## config.mk

```make
export PLATFORM = sky130hd
export DESIGN_NAME = multi_field_range_rule_match
export DESIGN_NICKNAME = d
export VERILOG_FILES = /design/src/hdl/mfrm_pkg.sv /design/src/hdl/multi_field_range_rule_match.sv /design/src/hdl/mfrm_rule_table.sv /design/src/hdl/mfrm_scan.sv
export SDC_FILE = /design/constraint.sdc
export NUM_CORES = 2
export LEC_CHECK = 0
export BUFFER_PORTS_ARGS = -buffer_cell sky130_fd_sc_hd__buf_4
export CAP_MARGIN = 20
export CORE_ASPECT_RATIO = 0.9
export CORE_UTILIZATION = 57
export DETAILED_ROUTE_END_ITERATION = 7
export GPL_ROUTABILITY_DRIVEN = 1
export PLACE_DENSITY = 0.76
export SYNTH_ARGS = -nofsm -noshare
export SYNTH_HDL_FRONTEND = slang
export SYNTH_MEMORY_MAX_BITS = 65536
export SYNTH_SLANG_ARGS = --single-unit
export TNS_END_PERCENT = 30
```

## constraint.sdc

```tcl
create_clock -name clock -period 14.32 [get_ports clock]
set_input_delay 2.148 -clock clock [delete_from_list [all_inputs] [get_ports clock]]
set_output_delay 2.148 -clock clock [all_outputs]
set_load 0.02 [all_outputs]
```

## src/hdl/mfrm_pkg.sv

```systemverilog
// Shared constants and types for the multi-field range rule matcher.
// Holds operation codes, register indexes and the result record.
// No dependencies.
`default_nettype none

package mfrm_pkg;

   // Item operation codes.
   localparam logic OP_WRITE    = 1'b0;
   localparam logic OP_CLASSIFY = 1'b1;

   // Configuration register indexes and port widths.
   localparam int CSR_INDEX_BITS = 1;
   localparam int CSR_DATA_BITS  = 6;
   localparam logic [CSR_INDEX_BITS-1:0] REG_RULES_IN_USE = 1'b0;
   localparam logic [CSR_INDEX_BITS-1:0] REG_DIMS_IN_USE  = 1'b1;

   localparam int RULES_CFG_BITS = 6;
   localparam int DIMS_CFG_BITS  = 3;
   localparam logic [RULES_CFG_BITS-1:0] RULES_CFG_RESET = 6'd32;
   localparam logic [DIMS_CFG_BITS-1:0]  DIMS_CFG_RESET  = 3'd4;

   // Fixed widths of the transaction fields.
   localparam int POINT_FIELDS  = 4;
   localparam int POINT_BITS    = 16;
   localparam int RULE_ID_BITS  = 5;
   localparam int DIM_ID_BITS   = 2;

   // One result transaction.
   typedef struct packed {
      logic [RULE_ID_BITS-1:0] matched_rule;
      logic                    no_match;
      logic                    overlap;
      logic                    last;
   } rsp_type;

endpackage

`default_nettype wire

```

## src/hdl/multi_field_range_rule_match.sv

```systemverilog
// Multi-field range rule matcher: top level with configuration registers.
// Depends on mfrm_pkg, mfrm_rule_table and mfrm_scan.
//
// Usage:
//   The req_ channel takes two kinds of transaction. A write (op = write)
//   stores one low/high bound pair for one rule and dimension and gives no
//   response. A classify (op = classify) carries a header point; the block
//   reads one rule row per cycle from the bound table while no match waits
//   on a stalled receiver, and compares every dimension in use in parallel.
//   Each matching rule is sent on the rsp_ channel in ascending order, the
//   final one marked last; overlap is set when two or more rules match,
//   and a single no_match transaction is sent when none match.
//   A classify holds req_stall high until its final response is loaded into
//   the output register; rules_in_use above the table size counts as the
//   table size. Writes are taken at one per cycle while no classify runs.
//   One match is held back until the next match or the end of the walk, so
//   the first response follows the compare of the second match, or the end
//   of the walk when only one rule matches.
//   When rsp_stall is high and a response is already waiting, the walk
//   pauses at the next match that must be sent; nothing is dropped.
//   Reset clears the control state and sets rules_in_use to 32 and
//   dims_in_use to 4; the bound table is undefined until written.
`default_nettype none

module multi_field_range_rule_match #(
   parameter int MAX_RULES  = 32,
   parameter int MAX_DIMS   = 4,
   parameter int FIELD_BITS = 16
) (
   input  wire logic                                 clock,
   input  wire logic                                 reset,
   // Configuration write port.
   input  wire logic                                 csr_write,
   input  wire logic [mfrm_pkg::CSR_INDEX_BITS-1:0]  csr_index,
   input  wire logic [mfrm_pkg::CSR_DATA_BITS-1:0]   csr_wdata,
   // Request channel.
   input  wire logic                                 req_valid,
   output logic                                      req_stall,
   input  wire logic                                 req_op,
   input  wire logic [mfrm_pkg::RULE_ID_BITS-1:0]    req_rule_index,
   input  wire logic [mfrm_pkg::DIM_ID_BITS-1:0]     req_dim_index,
   input  wire logic [mfrm_pkg::POINT_BITS-1:0]      req_bound_low,
   input  wire logic [mfrm_pkg::POINT_BITS-1:0]      req_bound_high,
   input  wire logic [mfrm_pkg::POINT_BITS-1:0]      req_point_0,
   input  wire logic [mfrm_pkg::POINT_BITS-1:0]      req_point_1,
   input  wire logic [mfrm_pkg::POINT_BITS-1:0]      req_point_2,
   input  wire logic [mfrm_pkg::POINT_BITS-1:0]      req_point_3,
   // Response channel.
   output logic                                      rsp_valid,
   input  wire logic                                 rsp_stall,
   output logic [mfrm_pkg::RULE_ID_BITS-1:0]         rsp_matched_rule,
   output logic                                      rsp_no_match,
   output logic                                      rsp_overlap,
   output logic                                      rsp_last
);

   import mfrm_pkg::*;

   localparam int RULE_BITS = (MAX_RULES > 1) ? $clog2(MAX_RULES) : 1;
   localparam int DIM_BITS  = (MAX_DIMS > 1) ? $clog2(MAX_DIMS) : 1;

   logic [RULES_CFG_BITS-1:0] rules_cfg_ff, rules_cfg_in;
   logic [DIMS_CFG_BITS-1:0]  dims_cfg_ff, dims_cfg_in;

   logic                  req_accept;
   logic                  wr_en;
   logic                  start;
   logic                  busy;
   logic [POINT_BITS-1:0] points [POINT_FIELDS];
   logic                  rd_en;
   logic [RULE_BITS-1:0]  rd_rule;
   logic [FIELD_BITS-1:0] rd_low  [MAX_DIMS];
   logic [FIELD_BITS-1:0] rd_high [MAX_DIMS];
   rsp_type               rsp_data;

   // Configuration register writes.
   always_comb begin
      rules_cfg_in = rules_cfg_ff;
      dims_cfg_in  = dims_cfg_ff;
      if (csr_write) begin
         unique case (csr_index)
            REG_RULES_IN_USE: rules_cfg_in = csr_wdata[RULES_CFG_BITS-1:0];
            REG_DIMS_IN_USE:  dims_cfg_in  = csr_wdata[DIMS_CFG_BITS-1:0];
            default: begin
            end
         endcase
      end
   end

   always_ff @(posedge clock) begin
      if (reset) begin
         rules_cfg_ff <= RULES_CFG_RESET;
         dims_cfg_ff  <= DIMS_CFG_RESET;
      end else begin
         rules_cfg_ff <= rules_cfg_in;
         dims_cfg_ff  <= dims_cfg_in;
      end
   end

   // Request decode; writes outside the table are dropped.
   assign req_stall  = busy;
   assign req_accept = req_valid && !req_stall;
   assign wr_en      = req_accept && (req_op == OP_WRITE)
                       && (32'(req_rule_index) < MAX_RULES)
                       && (32'(req_dim_index) < MAX_DIMS);
   assign start      = req_accept && (req_op == OP_CLASSIFY);

   assign points[0] = req_point_0;
   assign points[1] = req_point_1;
   assign points[2] = req_point_2;
   assign points[3] = req_point_3;

   mfrm_rule_table #(
      .MAX_RULES  (MAX_RULES),
      .MAX_DIMS   (MAX_DIMS),
      .FIELD_BITS (FIELD_BITS)
   ) u_table (
      .clock   (clock),
      .wr_en   (wr_en),
      .wr_rule (RULE_BITS'(req_rule_index)),
      .wr_dim  (DIM_BITS'(req_dim_index)),
      .wr_low  (FIELD_BITS'(req_bound_low)),
      .wr_high (FIELD_BITS'(req_bound_high)),
      .rd_en   (rd_en),
      .rd_rule (rd_rule),
      .rd_low  (rd_low),
      .rd_high (rd_high)
   );

   mfrm_scan #(
      .MAX_RULES  (MAX_RULES),
      .MAX_DIMS   (MAX_DIMS),
      .FIELD_BITS (FIELD_BITS)
   ) u_scan (
      .clock        (clock),
      .reset        (reset),
      .start        (start),
      .start_points (points),
      .rules_cfg    (rules_cfg_ff),
      .dims_cfg     (dims_cfg_ff),
      .busy         (busy),
      .rd_en        (rd_en),
      .rd_rule      (rd_rule),
      .rd_low       (rd_low),
      .rd_high      (rd_high),
      .rsp_valid    (rsp_valid),
      .rsp_stall    (rsp_stall),
      .rsp_data     (rsp_data)
   );

   assign rsp_matched_rule = rsp_data.matched_rule;
   assign rsp_no_match     = rsp_data.no_match;
   assign rsp_overlap      = rsp_data.overlap;
   assign rsp_last         = rsp_data.last;

endmodule

`default_nettype wire

```

## src/hdl/mfrm_rule_table.sv

```systemverilog
// Rule bound storage: one row per rule, one low and one high bound per dimension.
// Synchronous write of one dimension, registered read of one whole row.
// No package dependencies.
`default_nettype none

module mfrm_rule_table #(
   parameter int MAX_RULES  = 32,
   parameter int MAX_DIMS   = 4,
   parameter int FIELD_BITS = 16
) (
   input  wire logic                                  clock,
   input  wire logic                                  wr_en,
   input  wire logic [(MAX_RULES > 1 ? $clog2(MAX_RULES) : 1)-1:0] wr_rule,
   input  wire logic [(MAX_DIMS > 1 ? $clog2(MAX_DIMS) : 1)-1:0]   wr_dim,
   input  wire logic [FIELD_BITS-1:0]                 wr_low,
   input  wire logic [FIELD_BITS-1:0]                 wr_high,
   input  wire logic                                  rd_en,
   input  wire logic [(MAX_RULES > 1 ? $clog2(MAX_RULES) : 1)-1:0] rd_rule,
   output logic      [FIELD_BITS-1:0]                 rd_low  [MAX_DIMS],
   output logic      [FIELD_BITS-1:0]                 rd_high [MAX_DIMS]
);

   logic [FIELD_BITS-1:0] low_mem  [MAX_RULES][MAX_DIMS];
   logic [FIELD_BITS-1:0] high_mem [MAX_RULES][MAX_DIMS];

   // Write one dimension of one rule.
   always_ff @(posedge clock) begin
      if (wr_en) begin
         low_mem[wr_rule][wr_dim]  <= wr_low;
         high_mem[wr_rule][wr_dim] <= wr_high;
      end
   end

   // Read a whole rule row; the data holds while no read is issued.
   always_ff @(posedge clock) begin
      if (rd_en) begin
         rd_low  <= low_mem[rd_rule];
         rd_high <= high_mem[rd_rule];
      end
   end

endmodule

`default_nettype wire

```

## src/hdl/mfrm_scan.sv

```systemverilog
// Classify sequencer: walks the rule table one rule per cycle while the output
// does not stall, and emits matches. Holds one match back so that overlap and last
// are known when it is sent. Depends on mfrm_pkg.
`default_nettype none

module mfrm_scan #(
   parameter int MAX_RULES  = 32,
   parameter int MAX_DIMS   = 4,
   parameter int FIELD_BITS = 16
) (
   input  wire logic                                  clock,
   input  wire logic                                  reset,
   input  wire logic                                  start,
   input  wire logic [mfrm_pkg::POINT_BITS-1:0]       start_points [mfrm_pkg::POINT_FIELDS],
   input  wire logic [mfrm_pkg::RULES_CFG_BITS-1:0]   rules_cfg,
   input  wire logic [mfrm_pkg::DIMS_CFG_BITS-1:0]    dims_cfg,
   output logic                                       busy,
   output logic                                       rd_en,
   output logic [(MAX_RULES > 1 ? $clog2(MAX_RULES) : 1)-1:0] rd_rule,
   input  wire logic [FIELD_BITS-1:0]                 rd_low  [MAX_DIMS],
   input  wire logic [FIELD_BITS-1:0]                 rd_high [MAX_DIMS],
   output logic                                       rsp_valid,
   input  wire logic                                  rsp_stall,
   output mfrm_pkg::rsp_type                          rsp_data
);

   import mfrm_pkg::*;

   localparam int RULE_BITS  = (MAX_RULES > 1) ? $clog2(MAX_RULES) : 1;
   localparam int COUNT_BITS = $clog2(MAX_RULES + 1);
   localparam int CMP_DIMS   = (MAX_DIMS < POINT_FIELDS) ? MAX_DIMS : POINT_FIELDS;

   localparam logic [1:0] ST_IDLE  = 2'd0;
   localparam logic [1:0] ST_SCAN  = 2'd1;
   localparam logic [1:0] ST_FINAL = 2'd2;

   logic [1:0]            state_ff, state_in;
   logic [COUNT_BITS-1:0] nrules_ff, nrules_in;
   logic [COUNT_BITS-1:0] issue_ff, issue_in;
   logic [FIELD_BITS-1:0] pt_ff [CMP_DIMS];
   logic [CMP_DIMS-1:0]   dim_en_ff, dim_en_in;
   logic                  cmp_valid_ff, cmp_valid_in;
   logic [RULE_BITS-1:0]  cmp_rule_ff, cmp_rule_in;
   logic                  pend_valid_ff, pend_valid_in;
   logic [RULE_BITS-1:0]  pend_rule_ff, pend_rule_in;
   logic                  multi_ff, multi_in;
   logic                  rsp_valid_ff, rsp_valid_in;
   rsp_type               rsp_data_ff, rsp_data_in;
   logic                  rsp_load;

   logic hit;
   logic out_free;
   logic adv;
   logic scan_done;

   // A rule hits when every enabled dimension holds the point.
   always_comb begin
      hit = 1'b1;
      for (int d = 0; d < CMP_DIMS; d++) begin
         if (dim_en_ff[d] && ((pt_ff[d] < rd_low[d]) || (pt_ff[d] > rd_high[d]))) begin
            hit = 1'b0;
         end
      end
   end

   // Configuration captured at the start of a classify.
   always_comb begin
      if (32'(rules_cfg) > MAX_RULES) begin
         nrules_in = COUNT_BITS'(MAX_RULES);
      end else begin
         nrules_in = COUNT_BITS'(rules_cfg);
      end
      for (int d = 0; d < CMP_DIMS; d++) begin
         dim_en_in[d] = (32'(dims_cfg) > 32'(d));
      end
   end

   assign out_free  = !rsp_valid_ff || !rsp_stall;
   // The compare stage may move unless it must send the held match into a busy output.
   assign adv       = !cmp_valid_ff || !(hit && pend_valid_ff) || out_free;
   assign scan_done = (issue_ff == nrules_ff) && !cmp_valid_ff;

   // Sequencer, read issue and match bookkeeping.
   always_comb begin
      state_in      = state_ff;
      issue_in      = issue_ff;
      cmp_valid_in  = cmp_valid_ff;
      cmp_rule_in   = cmp_rule_ff;
      pend_valid_in = pend_valid_ff;
      pend_rule_in  = pend_rule_ff;
      multi_in      = multi_ff;
      rd_en         = 1'b0;
      rsp_load      = 1'b0;
      rsp_data_in   = rsp_data_ff;

      unique case (state_ff)
         ST_IDLE: begin
            if (start) begin
               state_in      = ST_SCAN;
               issue_in      = '0;
               cmp_valid_in  = 1'b0;
               pend_valid_in = 1'b0;
               multi_in      = 1'b0;
            end
         end
         ST_SCAN: begin
            if (scan_done) begin
               state_in = ST_FINAL;
            end else if (adv) begin
               // Retire the rule in the compare stage.
               if (cmp_valid_ff && hit) begin
                  pend_valid_in = 1'b1;
                  pend_rule_in  = cmp_rule_ff;
                  if (pend_valid_ff) begin
                     multi_in                 = 1'b1;
                     rsp_load                 = 1'b1;
                     rsp_data_in.matched_rule = RULE_ID_BITS'(pend_rule_ff);
                     rsp_data_in.no_match     = 1'b0;
                     rsp_data_in.overlap      = 1'b1;
                     rsp_data_in.last         = 1'b0;
                  end
               end
               // Issue the next rule read.
               if (issue_ff < nrules_ff) begin
                  rd_en        = 1'b1;
                  cmp_rule_in  = issue_ff[RULE_BITS-1:0];
                  issue_in     = issue_ff + 1'b1;
                  cmp_valid_in = 1'b1;
               end else begin
                  cmp_valid_in = 1'b0;
               end
            end
         end
         ST_FINAL: begin
            if (out_free) begin
               state_in = ST_IDLE;
               rsp_load = 1'b1;
               if (pend_valid_ff) begin
                  rsp_data_in.matched_rule = RULE_ID_BITS'(pend_rule_ff);
                  rsp_data_in.no_match     = 1'b0;
                  rsp_data_in.overlap      = multi_ff;
               end else begin
                  rsp_data_in.matched_rule = '0;
                  rsp_data_in.no_match     = 1'b1;
                  rsp_data_in.overlap      = 1'b0;
               end
               rsp_data_in.last = 1'b1;
            end
         end
         default: begin
            state_in = ST_IDLE;
         end
      endcase
   end

   assign rd_rule = issue_ff[RULE_BITS-1:0];

   // Output register valid.
   always_comb begin
      if (rsp_load) begin
         rsp_valid_in = 1'b1;
      end else if (!rsp_stall) begin
         rsp_valid_in = 1'b0;
      end else begin
         rsp_valid_in = rsp_valid_ff;
      end
   end

   // Control state.
   always_ff @(posedge clock) begin
      if (reset) begin
         state_ff      <= ST_IDLE;
         cmp_valid_ff  <= 1'b0;
         pend_valid_ff <= 1'b0;
         rsp_valid_ff  <= 1'b0;
      end else begin
         state_ff      <= state_in;
         cmp_valid_ff  <= cmp_valid_in;
         pend_valid_ff <= pend_valid_in;
         rsp_valid_ff  <= rsp_valid_in;
      end
   end

   // Working registers and payload.
   always_ff @(posedge clock) begin
      issue_ff     <= issue_in;
      cmp_rule_ff  <= cmp_rule_in;
      pend_rule_ff <= pend_rule_in;
      multi_ff     <= multi_in;
      rsp_data_ff  <= rsp_data_in;
      if (state_ff == ST_IDLE && start) begin
         nrules_ff <= nrules_in;
         dim_en_ff <= dim_en_in;
         for (int d = 0; d < CMP_DIMS; d++) begin
            pt_ff[d] <= FIELD_BITS'(start_points[d]);
         end
      end
   end

   assign busy      = (state_ff != ST_IDLE);
   assign rsp_valid = rsp_valid_ff;
   assign rsp_data  = rsp_data_ff;

endmodule

`default_nettype wire

```

==> results.md <==
- Initial antenna violation count: 37
- CP max FO: 150
- Amount of wire on met2 after detailed routing: 209000 um
- DIE AREA: 294000 um^2
- Die extent in x: 571 um
- Total of endpoints with negative setup slack in the final report: 0
- Met1 Routed Length: 152000 um
- Period Utilization, post-route: 43.6%
- Leakage power: 0.0581 uW
- Reg2Reg Depth: 8
- Vias: 79600
- Cts repair resizes: 0
- Post-route non-filler standard cell count: 11500
- Crit path arrival time: 6920 ps
- Starting density of the core: 57.5%
- Period minus WS final: 6240 ps
- Post-Synthesis Net Count: 7069
- Row Count: 187
- Area of all sequential standard cells: 130000 um^2
- Capture point of the worst reg-to-reg path: u_table.rd_high[38]$_DFFE_PP_
- Summed negative setup slack over all endpoints: 0 ps
- CTS HTree Levels: 5
- Synth warn: 0
- Post-synth cell types: 61
- Share of final-layout standard cells stronger than drive strength 1: 32.5%
- Measured slew at the worst slew-check pin: 1240 ps
- I/O pins: 126
- Crit path required time: 15000 ps
- Worst r2r src: u_scan.issue_ff[1]$_SDFFCE_PN0P_
- Worst-case register-to-register setup slack: 8080 ps
- Top-area cell type share of the netlist area: 78.0%
- Most instantiated flip-flop cell in the synthesis netlist: edfxtp_1
- DRT antenna net count: 0
- Gr ovfl total: 0
- Syn Area/Cell: 24.4 um^2
- TritonCTS sink count: 4337
- Height of the chip: 515 um
- Pin count of the biggest net entering global routing: 157
- DR pass1 iterations: 6
- Post-DP Area: 174000 um^2
- First-pass GRT wire length: 600000 um
- Share of flip-flops with an asynchronous set or reset after synthesis: 0%
- Maxcap violations: 0
- Drt drc: 0
- Kind of start point of the critical path: register
- Clock latency on the worst-skew pair: 940 ps
- Largest area contributor in the netlist: edfxtp_1
- Path type of the worst setup path: register to register
- Average wire length per cell after detail routing: 37.5 um
- Count of port buffers added during placement: 125
- Setup Buffers After CTS: 0
- Via count of the first global-routing pass: 80700
- Synthesized netlist cell count: 6818
- Sequential element share of the synthesized area: 78.2%
- Number of CTS-inserted buffers: 403
- Clock input transition at the sequential cells of the worst setup and hold paths: 60 ps
- Worst IR drop on VDD: 0.154 mV
- Fill cell count: 17600
- Post-route standard cell area excluding fillers: 186000 um^2
- Cell area after synthesis: 166000 um^2
- Final Hold Violating Endpoints: 0
- Initial detailed-routing violation count: 12500
- Crit path from: u_scan.issue_ff[1]$_SDFFCE_PN0P_
- Status: finished clean
- Area of combinational cells with multiple inputs: 35400 um^2
- Total power density per cell area: 151 nW/um^2
- Achievable clock frequency: 0.160 GHz
- # placed instances: 10700
- Uppermost metal layer occupied by signal nets: met5
- Clock Tree Root: clkbuf_16
- Detailed-route wire length: 430000 um
- Final max-slew violation count: 0
- Hpwl dp: 208000 um
- Layout overhead on the synthesized area: 12.1%
- Amount of wire on met3 after detailed routing: 51800 um
- Area contributors post-synth: edfxtp_1 78%, mux4_2 17%, ha_1 1.0%
- Post-layout nets: 7497
- Unrepaired setup endpoints after global routing: false
- # hold bufs at CTS: 0
- Clock tree from TritonCTS: built
- Relative slew margins: 17.2%
- Final GP Congestion: 0.841
- Area of the core region: 289000 um^2
- Type of destination of the critical path: register
- Number of flops mapped to enable cells by yosys: 4323
- Post-route clock skew: 50.6 ps
- Class of the worst hold path: register to register
- Worst setup path endpoint: u_table.rd_high[38]$_DFFE_PP_
- Total routing usage reported by global routing: 29.3%
- Maximum root-to-sink buffer count: 4
- Routed vias/inst: 6.95
- Total of flip-flops plus latches after synthesis: 4337
[cells in the mapped netlist (2+ instances only)]
library cell,count
a2111oi_0,2
a211o_1,3
a211oi_1,2
a21boi_0,3
a21o_1,12
a21oi_1,64
a2bb2oi_1,2
a31oi_1,2
and2_1,8
and3_1,2
and3b_1,2
buf_1,33
buf_2,107
buf_6,5
clkbuf_1,177
dfxtp_1,14
edfxtp_1,4323
ha_1,135
inv_1,141
mux2_2,128
mux4_2,1280
nand2_1,84
nand2b_1,9
nand3_1,20
nand3b_1,2
nand4_1,24
nor2_1,149
nor2b_1,14
nor3_1,7
nor3b_1,3
o2111ai_1,3
o211ai_1,7
o21a_1,3
o21ai_0,14
o31ai_1,3
or3_1,2
or4_1,3
xnor2_1,2
xor2_1,2
[kinds of logic (layout without fill, tap and decap cells)]
logic type	after synthesis	count (layout)	share of synthesized area, %
flops	4337	4337	78.2
mux	1409	1409	18.2
buf+inv	464	1209	1.15
simple gates	336	336	0.914
fa+ha+maj	135	135	1.02
compound gates	133	133	0.505
xor+xnor	4	4	0.0211
other cells	0	19	0
[power breakdown]
part           switching, uW  leakage [uW]  internal [uW]
Sequential              76.2        0.0390          14200
Combinational           1770        0.0128           1500
Clock                   4650       0.00627           5970
Total                   6490        0.0581          21600
[state kept, by name, indices dropped and copies added (netlist names)]
name / cells
u_scan.pend_valid_ff: 1
u_scan.pend_rule_ff: 5
u_scan.issue_ff: 6
u_scan.cmp_valid_ff: 1
u_scan.multi_ff: 1
u_scan.cmp_rule_ff: 5
u_scan.dim_en_ff: 4
u_scan.rsp_data: 8
u_table.rd_low: 64
u_scan.rsp_valid: 1
u_scan.pt_ff: 64
dims_cfg_ff: 3
u_scan.state_ff: 2
u_table.low_mem: 2048
u_table.high_mem: 2048
u_scan.nrules_ff: 6
u_table.rd_high: 64
rules_cfg_ff: 6
[layout by cell type (no fill, tap or decap), types with 15 or more instances in the layout]
cell	n
edfxtp_1	4323
mux4_2	1280
clkbuf_16	412
buf_4	332
inv_1	140
ha_1	135
mux2_2	128
nor2_4	128
clkinv_1	90
nand2_1	83
clkinv_2	83
clkbuf_1	68
a21oi_1	64
bufinv_16	40
nand4_1	24
nor2_1	21
diode_2	19
nand3_1	19
clkinvlp_4	15
[layout make-up]
cell class	instances	area share (%)
timing repair buffer	345	1.48
tap	3874	2.60
sequential	4337	69.8
multi-input combinational	2017	19.0
clock buffer	480	5.67
inverter	142	0.287
antenna	19	0.0255
clock inverter	242	1.20
[per-layer routing]
layer | up-vias | GRT usage (%)
li1 | 30100 | -
met1 | 42200 | 40.7
met2 | 6286 | 46.7
met3 | 976 | 6.18
met4 | 16 | 10.6
met5 | - | 0
[worst min path at each step]
stage	end	cells past startpoint	slack [ps]	from
final	u_scan.pend_rule_ff[0]$_DFFE_PP_	0	420	u_scan.cmp_rule_ff[0]$_DFFE_PP_
after CTS	u_scan.pend_rule_ff[2]$_DFFE_PP_	0	420	u_scan.cmp_rule_ff[2]$_DFFE_PP_
after global placement	u_scan.pend_rule_ff[3]$_DFFE_PP_	0	400	u_scan.cmp_rule_ff[3]$_DFFE_PP_
after detailed placement	u_scan.pend_rule_ff[2]$_DFFE_PP_	0	410	u_scan.cmp_rule_ff[2]$_DFFE_PP_
after floorplan	u_scan.pend_rule_ff[0]$_DFFE_PP_	0	400	u_scan.cmp_rule_ff[0]$_DFFE_PP_
after global routing	u_scan.pend_rule_ff[4]$_DFFE_PP_	0	440	u_scan.cmp_rule_ff[4]$_DFFE_PP_
[metrics by stage]
| step | hold slack (ps) | total power, uW | setup WS (ps) | utilization (%) |
|---|---|---|---|---|
| floorplan | 400 | 16700 | 780 | - |
| detailed placement | 408 | 17700 | 8110 | 60.0 |
| global route | 439 | 28800 | 7860 | 64.4 |
| CTS | 423 | 28200 | 8110 | 64.4 |
| finish | 423 | 28100 | 8080 | 64.4 |
| global placement | 401 | 17600 | 8170 | 60.0 |
[critical path, cell delays in order, from the launching register on]
cell	delay (ps)
edfxtp_1	370
buf_12	630
buf_4	860
buf_4	820
buf_4	880
buf_4	880
mux4_2	470
mux4_2	510
mux2_2	290
Power figures use the tool's default switching activity.
